`src/design/indexed_list_store_macros.svh`:
```
// Assertion macros used by the indexed list store controller
`ifndef INDEXED_LIST_STORE_MACROS_SVH
`define INDEXED_LIST_STORE_MACROS_SVH

// same-cycle implication, sampled on clk_i, quiet while rst_ni is low
`define ILS_ASSERT_NOW(lbl, ante, cons, msg) \
  lbl: assert property (@(posedge clk_i) disable iff (!rst_ni) (ante) |-> (cons)) \
    else $error(msg);

// next-cycle implication, sampled on clk_i, quiet while rst_ni is low
`define ILS_ASSERT_NEXT(lbl, ante, cons, msg) \
  lbl: assert property (@(posedge clk_i) disable iff (!rst_ni) (ante) |=> (cons)) \
    else $error(msg);

`endif

```
`src/design/ils_pkg.sv`:
```
// Types and constants of the indexed list store
`default_nettype none

package ils_pkg;

  localparam int unsigned DEPTH_DEF = 64;
  localparam int unsigned DATA_WIDTH_DEF = 32;

  localparam int unsigned OP_W = 3;
  localparam int unsigned POS_W = 8;
  localparam int unsigned WORD_W = 32;
  localparam int unsigned LEN_W = 7;
  localparam int unsigned ST_W = 3;

  typedef enum logic [OP_W-1:0] {
    OP_PUSH    = 3'd0,
    OP_POP     = 3'd1,
    OP_SHIFT   = 3'd2,
    OP_UNSHIFT = 3'd3,
    OP_INSERT  = 3'd4,
    OP_DELETE  = 3'd5,
    OP_CLEAR   = 3'd6,
    OP_SIZE    = 3'd7
  } op_e;

  typedef enum logic [ST_W-1:0] {
    ST_OK    = 3'd0,
    ST_EMPTY = 3'd1,
    ST_SMALL = 3'd2,
    ST_LARGE = 3'd3,
    ST_FULL  = 3'd4
  } st_e;

  // row move broadcast to every cell
  typedef struct packed {
    logic ins;
    logic del;
  } move_t;

endpackage

`default_nettype wire

```
`src/design/ils_cell.sv`:
```
// One storage cell of the list row
`default_nettype none

module ils_cell #(
  parameter int unsigned DATA_WIDTH = ils_pkg::DATA_WIDTH_DEF,
  parameter int unsigned IW = $clog2(ils_pkg::DEPTH_DEF),
  parameter int unsigned IDX = 0
) (
  input  logic                  clk_i,
  input  ils_pkg::move_t        move_i,
  input  logic [IW-1:0]         pos_i,
  input  logic [DATA_WIDTH-1:0] word_i,
  input  logic [DATA_WIDTH-1:0] left_i,
  input  logic [DATA_WIDTH-1:0] right_i,
  output logic [DATA_WIDTH-1:0] data_o
);

  localparam logic [IW-1:0] MyIdx = IW'(IDX);

  logic [DATA_WIDTH-1:0] data_q, data_d;
  logic                  at_pos, past_pos;

  assign at_pos   = (MyIdx == pos_i);
  assign past_pos = (MyIdx > pos_i);

  always_comb begin
    data_d = data_q;
    priority if (move_i.ins && at_pos) begin
      data_d = word_i;
    end else if (move_i.ins && past_pos) begin
      data_d = left_i;
    end else if (move_i.del && (at_pos || past_pos)) begin
      data_d = right_i;
    end else begin
      data_d = data_q;
    end
  end

  always_ff @(posedge clk_i) begin
    data_q <= data_d;
  end

  assign data_o = data_q;

endmodule

`default_nettype wire

```
`config.mk`:
```
export PLATFORM = sky130hd
export DESIGN_NAME = ils_cell
export DESIGN_NICKNAME = d
export VERILOG_FILES = /design/src/design/indexed_list_store_macros.svh /design/src/design/ils_pkg.sv /design/src/design/ils_cell.sv
export SDC_FILE = /design/constraint.sdc
export NUM_CORES = 1
export LEC_CHECK = 0
export BUFFER_PORTS_ARGS = -buffer_cell sky130_fd_sc_hd__buf_2
export CAP_MARGIN = 20
export CORE_AREA = 2 2 75 77
export CTS_CLUSTER_SIZE = 12
export DETAILED_ROUTE_END_ITERATION = 16
export DIE_AREA = 0 0 77 79
export SLEW_MARGIN = 10
export SYNTH_ARGS = -nofsm -noshare
export SYNTH_HDL_FRONTEND = slang
export SYNTH_SLANG_ARGS = --single-unit
export TNS_END_PERCENT = 20
```
`constraint.sdc`:
```
create_clock -name clk_i -period 2 [get_ports clk_i]
set_clock_uncertainty 0.1 [all_clocks]
set_input_delay 0.2 -clock clk_i [delete_from_list [all_inputs] [get_ports clk_i]]
set_output_delay 0.2 -clock clk_i [all_outputs]
set_load 0.02 [all_outputs]
```
Yosys cells after proc, flatten, opt, wreduce, memory -nomap -nowiden
Cells that the tools add are included.
{"block": "word_totals", "reg_bits": 32, "input_bits": 105, "out_inout_bits": 32, "word_cells": 11}
{"block": "op_classes", "n_lt_le_gt_ge": 1, "n_mux": 3, "n_reduce_logical": 6}
{"cell": "$mux W32", "n": 3}
{"cell": "$gt A1 B6 Y1 const A", "n": 1}
{"cell": "$logic_not A6 Y1", "n": 1}
{"cell": "$logic_and A1 B1 Y1", "n": 3}
{"cell": "$reduce_bool A3 Y1", "n": 1}
{"cell": "$logic_or A1 B1 Y1", "n": 1}

Longest topological paths before layout
Gate-level depths: netlist of run 1.
{"block": "logic_depth", "ltp_word": 6, "depth_mapped": 4, "mapped_depth_nobuf": 3}

Worst setup path before layout of run 1
No wires, ideal clock.
{"block": "synth_timing", "path_kind": "input to register", "start": "input pos_i[3]", "end": "register data_q[0], in the netlist data_o[0] (enable)", "setup_ns": 0.387, "arrival_time_ns": 1.265, "path_slack_ns": 0.248, "stages": 2, "path_buffers": 0, "cell_sequence": "nor4_4 -> o211a_1"}
{"block": "synth_between", "elab_chain_cells": 4, "elab_cells_between_ends": 7, "classes_between": "order compare (1); reduce/logical (6)"}
{"element": "from (decl)", "line_no": "ils_cell.sv:11", "text": "input logic [IW-1:0] pos_i,"}
{"element": "$gt A1 B6 Y1 or $logic_not A6 Y1 (tied branches)", "line_no": "ils_cell.sv:24, ils_cell.sv:23"}
{"element": "$logic_or A1 B1 Y1", "line_no": "ils_cell.sv:32", "text": "end else if (move_i.del && (at_pos || past_pos)) begin"}
{"element": "$logic_and A1 B1 Y1", "line_no": "ils_cell.sv:32"}
{"element": "$reduce_bool A3 Y1 (no line) *"}
{"element": "to (signal assigned)", "line_no": "ils_cell.sv:40", "text": "data_q <= data_d;"}
{"element": "to (decl)", "line_no": "ils_cell.sv:20", "text": "logic [DATA_WIDTH-1:0] data_q, data_d;"}
Mark *: on every way between the ends. The rest lies on a longest branch, timed or not.
A chain may end at the register's enable or synchronous reset.

Final worst setup path of run 1
{"block": "layout_timing", "start": "input pos_i[3]", "end": "register data_q[23], in the netlist data_o[23], data pin"}
{"block": "layout_between", "elab_chain_cells": 4, "elab_cells_between_ends": 6, "classes_between": "order compare (1); mux (2); reduce/logical (3)"}
{"element": "$gt A1 B6 Y1", "line_no": "ils_cell.sv:24", "text": "assign past_pos = (MyIdx > pos_i);"}
{"element": "$logic_and A1 B1 Y1", "line_no": "ils_cell.sv:30", "text": "end else if (move_i.ins && past_pos) begin"}
{"element": "$mux W32", "line_no": "ils_cell.sv:30"}
{"element": "$mux W32 *", "line_no": "ils_cell.sv:28", "text": "priority if (move_i.ins && at_pos) begin"}
{"element": "named net data_d[23]", "line_no": "ils_cell.sv:20"}
The timed path passes the listed nets; every way through them passes the cells marked *.

==> results of run 1 <==
## cell usage in the layout (no fill, tap or decap), types with 2 or more instances in the layout
cell type	Yosys	final
buf_2	0	104
mux2_2	2	2
buf_4	0	3
clkbuf_8	0	5
mux2_4	30	30
clkinv_2	0	2
edfxtp_1	32	32
## metrics by stage
step                      std cells  hold slack [ps]  total power (W)
after floorplan                  71              317         0.000825
after global placement          248              400         0.000902
after detailed placement        248              403         0.000907
after CTS                       256              102          0.00139
after global routing            256             99.3          0.00142
final                           256              113          0.00136
## worst max-delay path, delay by kind of cell
kind                   cells  cell delay, ps
and+or+nand+nor            2             460
buffers and inverters      2             340
muxes                      1             310
## per-layer routing
metal,global-route usage [%],wire length (µm)
met5,0,0
met4,4.82,61
met3,3.52,221
met2,19.6,1810
met1,11.6,1210
## worst paths after layout
| kind | startpoint | end | slack (ps) | cells after the start |
|---|---|---|---|---|
| max | pos_i[3] | data_o[23]$_DFFE_PP_ | 620 | 5 |
| min | right_i[8] | data_o[8]$_DFFE_PP_ | 110 | 2 |
## cells by family (layout without fill, tap and decap cells)
kind of cell,Yosys count,after routing,share of synthesized area [%]
multiplexers,32,32,31.3
flip-flops,32,32,63.5
AND/OR/NAND/NOR,3,3,2.32
buffers and inverters,3,116,2.23
AO/OA/AOI/OAI,1,1,0.662
## power by group
group	total [W]	internal, W	leakage, nW	switching [W]
Combinational	0.000145	0.0000995	0.750	0.0000451
Sequential	0.000746	0.000745	0.288	0.00000131
Clock	0.000471	0.000236	0.0453	0.000235
Total	0.00136	0.00108	1.08	0.000281
## cell usage after synthesis
library cell | number | share of area, %
buf_6 | 3 | 2.2
mux2_2 | 2 | 1.5
nand3_2 | 1 | 0.66
mux2_4 | 30 | 30
nor4_4 | 1 | 1.4
edfxtp_1 | 32 | 64
nor2_1 | 1 | 0.25
o211a_1 | 1 | 0.66
## area by class of cell
type | instances | share of cell area [%]
multi-input combinational | 36 | 23.4
tap | 72 | 4.07
sequential | 32 | 43.4
timing repair buffer | 108 | 25.4
clock inverter | 3 | 0.621
clock buffer | 5 | 3.11
==> reports/qor.yml, run 1 <==
critical_path:
  critPathSlowestCell: "mux2_4"
  crit_arrival_ps: 1310
  setup.worst_path.start_class: "input pin"
  critPathMaxFanout: 10
  max_stage_delay_ps: 310
  required_ps: 1930
  crit_chain: "buf_2 -> nor4_4 -> nand3_2 -> buf_4 -> mux2_4"
  critPathCaptureType: "register"
  path_class: "in2reg"
clock_network:
  cts.sinks: 32
  holdBufCountCts: 0
  numCtsBuffers: 5
  cts_max_path_buffers: 2
  cts_resized: 0
  cts_root_buf: "clkbuf_8"
  cts_tree: "yes"
  htree_levels: 2
  cts_setup_buffers: 0
  clk_pin_slew_worst_paths_ps: 70
min_path:
  hold_class: "in2reg"
global_route:
  grt_max_degree: 23
  gr-total-overflow: 0
  grt.total_usage_pct: 10.8
  grt_pass1_vias: 1063
  antenna_found_initial: 0
  grt_pass1_wl_mm: 4.96
run_status:
  status: "finished, final reports clean"
timing:
  period_needed_ps: 1380
  rsz0062_at_grt: "no"
  maxSlewHeadroom_pct: 83.7
  worst_slack_ps: 625
  setup_violations: 0
  hold_viol_final: 0
  slew_viol_final: 0
  finalCritPeriodShare_pct: 68.8
  worst_pin_slew_ps: 243
  setup_tns_ps: 0
  fmax_mhz: 727
power_and_ir_drop:
  ir_drop_mv: 0.224
  p_leak_nw: 1.08
  power_per_cell_area_mw_per_mm2: 615
synth:
  yosysWarnings: 0
  yosysSeqAreaShare_pct: 63.5
  synth-seq-cells: 32
  syn-cell-area_mm2: 0.00151
  syn_inst: 71
  ys_types: 8
  syn_area_per_cell_um2: 21.3
  synth.net_count: 176
die:
  dieHeight_um: 79
  core_area_mm2: 0.00534
  io_pins: 137
  die_x_um: 77
  dieArea_mm2: 0.00608
  rows: 27
  start_util_pct: 28.3
routing:
  detail_route.iter0.violations: 29
  routed_via_density: 4.09
  drc_errors: 0
  dr.pass1.iters: 4
  num_vias: 1047
  wl_per_cell_um: 12.9
  routed_wl_mm: 3.31
  antenna_left: 0
final_layout:
  stdcell_area_mm2: 0.00221
  antenna_cells: 0
  drive_above_1_share_pct: 81.0
  register_area_um2: 961
  num-nets-final: 288
  multi_input_area_um2: 518
  largest_reg_flops: 32
  utilization_pct: 41.5
  nFillCells: 530
  syn2layout_area_growth_pct: 46.4
placement:
  place_area_mm2: 0.00213
  globalplace.congestion: 0.645
  preCtsSetupSlack_ps: 328
  numPortBuffers: 104
flow_run:
  maxCapViolations: 0
Note: power is estimated with default switching activity, not from simulation.
==> run 2, diff against run 1 <==
--- a/config.mk
+++ b/config.mk
@@ -11,6 +11,7 @@
 export CTS_CLUSTER_SIZE = 12
 export DETAILED_ROUTE_END_ITERATION = 16
 export DIE_AREA = 0 0 77 79
+export PLACE_DENSITY = 0.67
 export SLEW_MARGIN = 10
 export SYNTH_ARGS = -nofsm -noshare
 export SYNTH_HDL_FRONTEND = slang
==> constraint.sdc (replaced) <==
create_clock -name clk_i -period 1.21 [get_ports clk_i]
set_clock_uncertainty 0.1 [all_clocks]
set_input_delay 0.121 -clock clk_i [delete_from_list [all_inputs] [get_ports clk_i]]
set_output_delay 0.121 -clock clk_i [all_outputs]
set_load 0.02 [all_outputs]
==> reports/qor.yml, run 2 (synthesized netlist as in run 1, its figures left out) <==
clock_network:
  numCtsBuffers: 5
  cts_root_buf: "clkbuf_8"
  clk_pin_slew_worst_paths_ps: 60
  cts_max_path_buffers: 2
  cts.sinks: 32
  holdBufCountCts: 0
  htree_levels: 2
  cts_tree: "yes"
die:
  core_area_mm2: 0.00534
  rows: 27
  die_x_um: 77
  dieHeight_um: 79
  start_util_pct: 28.3
  io_pins: 137
  dieArea_mm2: 0.00608
timing:
  maxSlewHeadroom_pct: 84.1
  hold_viol_final: 0
  finalCritPeriodShare_pct: 104
  holdWs_ps: 43.6
  setup_violations: 32
  rsz0062_at_grt: "yes"
  slew_viol_final: 0
  worst_pin_slew_ps: 237
  period_needed_ps: 1260
  fmax_mhz: 793
  worst_slack_ps: -51.1
flow_run:
  maxCapViolations: 0
final_layout:
  num-nets-final: 291
  final_common_cell: "buf_2"
  antenna_cells: 0
  drive_above_1_share_pct: 81.2
  syn2layout_area_growth_pct: 49.9
  largest_reg_flops: 32
  nFillCells: 512
  utilization_pct: 42.5
  final_cell_mix: "buf_2 (102), edfxtp_1 (32), mux2_4 (30)"
placement:
  dp_hpwl_mm: 2.63
  numPortBuffers: 104
  globalplace.congestion: 0.698
global_route:
  grt_pass1_vias: 1050
  gr-total-overflow: 0
  grt_pass1_wl_mm: 4.87
  grt.total_usage_pct: 10.7
  grt_max_degree: 23
  antenna_found_initial: 0
critical_path:
  critPathMaxFanout: 22
  crit_arrival_ps: 1180
  path_class: "in2reg"
  critPathCaptureType: "register"
  required_ps: 1130
  setup.worst_path.start_class: "input pin"
power_and_ir_drop:
  p_leak_nw: 1.10
  ir_drop_mv: 0.435
  power_per_cell_area_mw_per_mm2: 978
run_status:
  status: "finished, violations left"
  violations: "negative setup slack"
min_path:
  hold_class: "in2reg"
routing:
  dr.pass1.iters: 3
  antenna_left: 0
  routed_via_density: 4.08
  wl_per_cell_um: 12.5
  num_vias: 1053
  detail_route.iter0.violations: 27
  routed_wl_mm: 3.22
  drc_errors: 0
run 2: stage by stage:
| stage | worst slack, ps | setup TNS [ps] | std cells | power (W) | cell area [µm²] |
|---|---|---|---|---|---|
| 3_5_place_dp | -366 | -18070 | 251 | 0.00151 | 2170 |
| 4_1_cts | -38.2 | -676 | 258 | 0.00226 | 2270 |
| 6_report | -51.1 | -1040 | 258 | 0.00222 | 2270 |
| 2_1_floorplan | -223 | -8850 | 71 | 0.00136 | 1520 |
| 5_1_grt | -84.6 | -1950 | 258 | 0.00232 | 2270 |
| 3_3_place_gp | -360 | -18170 | 251 | 0.00150 | 2170 |
run 2: worst paths after layout:
kind / startpoint / end / slack, ps / depth (start not counted)
worst max-delay path: pos_i[3] / data_o[24]$_DFFE_PP_ / -50 / 5
worst min-delay path: right_i[31] / data_o[31]$_DFFE_PP_ / 40 / 2
run 2: report_power, final:
group          total [W]  leakage (nW)  switching (W)  internal [W]
sequential       0.00123         0.288     0.00000192       0.00123
combinational   0.000252         0.769      0.0000774      0.000174
clock           0.000733        0.0391       0.000354      0.000379
total            0.00222          1.10       0.000434       0.00178
run 2: timing repair:
item                                    CTS  global route
buffers inserted                          0             0
endpoints found under the setup margin   32            32
resized for setup                         3             0
pin swaps                                 0             0
endpoints found under the hold margin     0             0
run 2: critical path, stage by stage:
cell and delay, ps:
buf_6 100, nor4_4 290, nand3_2 150, buf_12 200, mux2_4 300
run 2: area by class of cell:
class / instances / area, µm² / share of cell area (%)
timing repair buffer: 111 / 614 / 27.1
multi-input combinational: 36 / 526 / 23.2
clock inverter: 2 / 7.51 / 0.331
tap: 72 / 90.1 / 3.97
clock buffer: 5 / 68.8 / 3.04
sequential: 32 / 961 / 42.4
run 2: metal layers:
layer  vias up  GRT usage [%]  part of all wire [%]
met4         0           4.82                   1.5
met1       496           10.8                    36
met3         4           3.18                   5.8
li1        507              -                     -
met2        46           20.4                    57
met5         -              0                     0
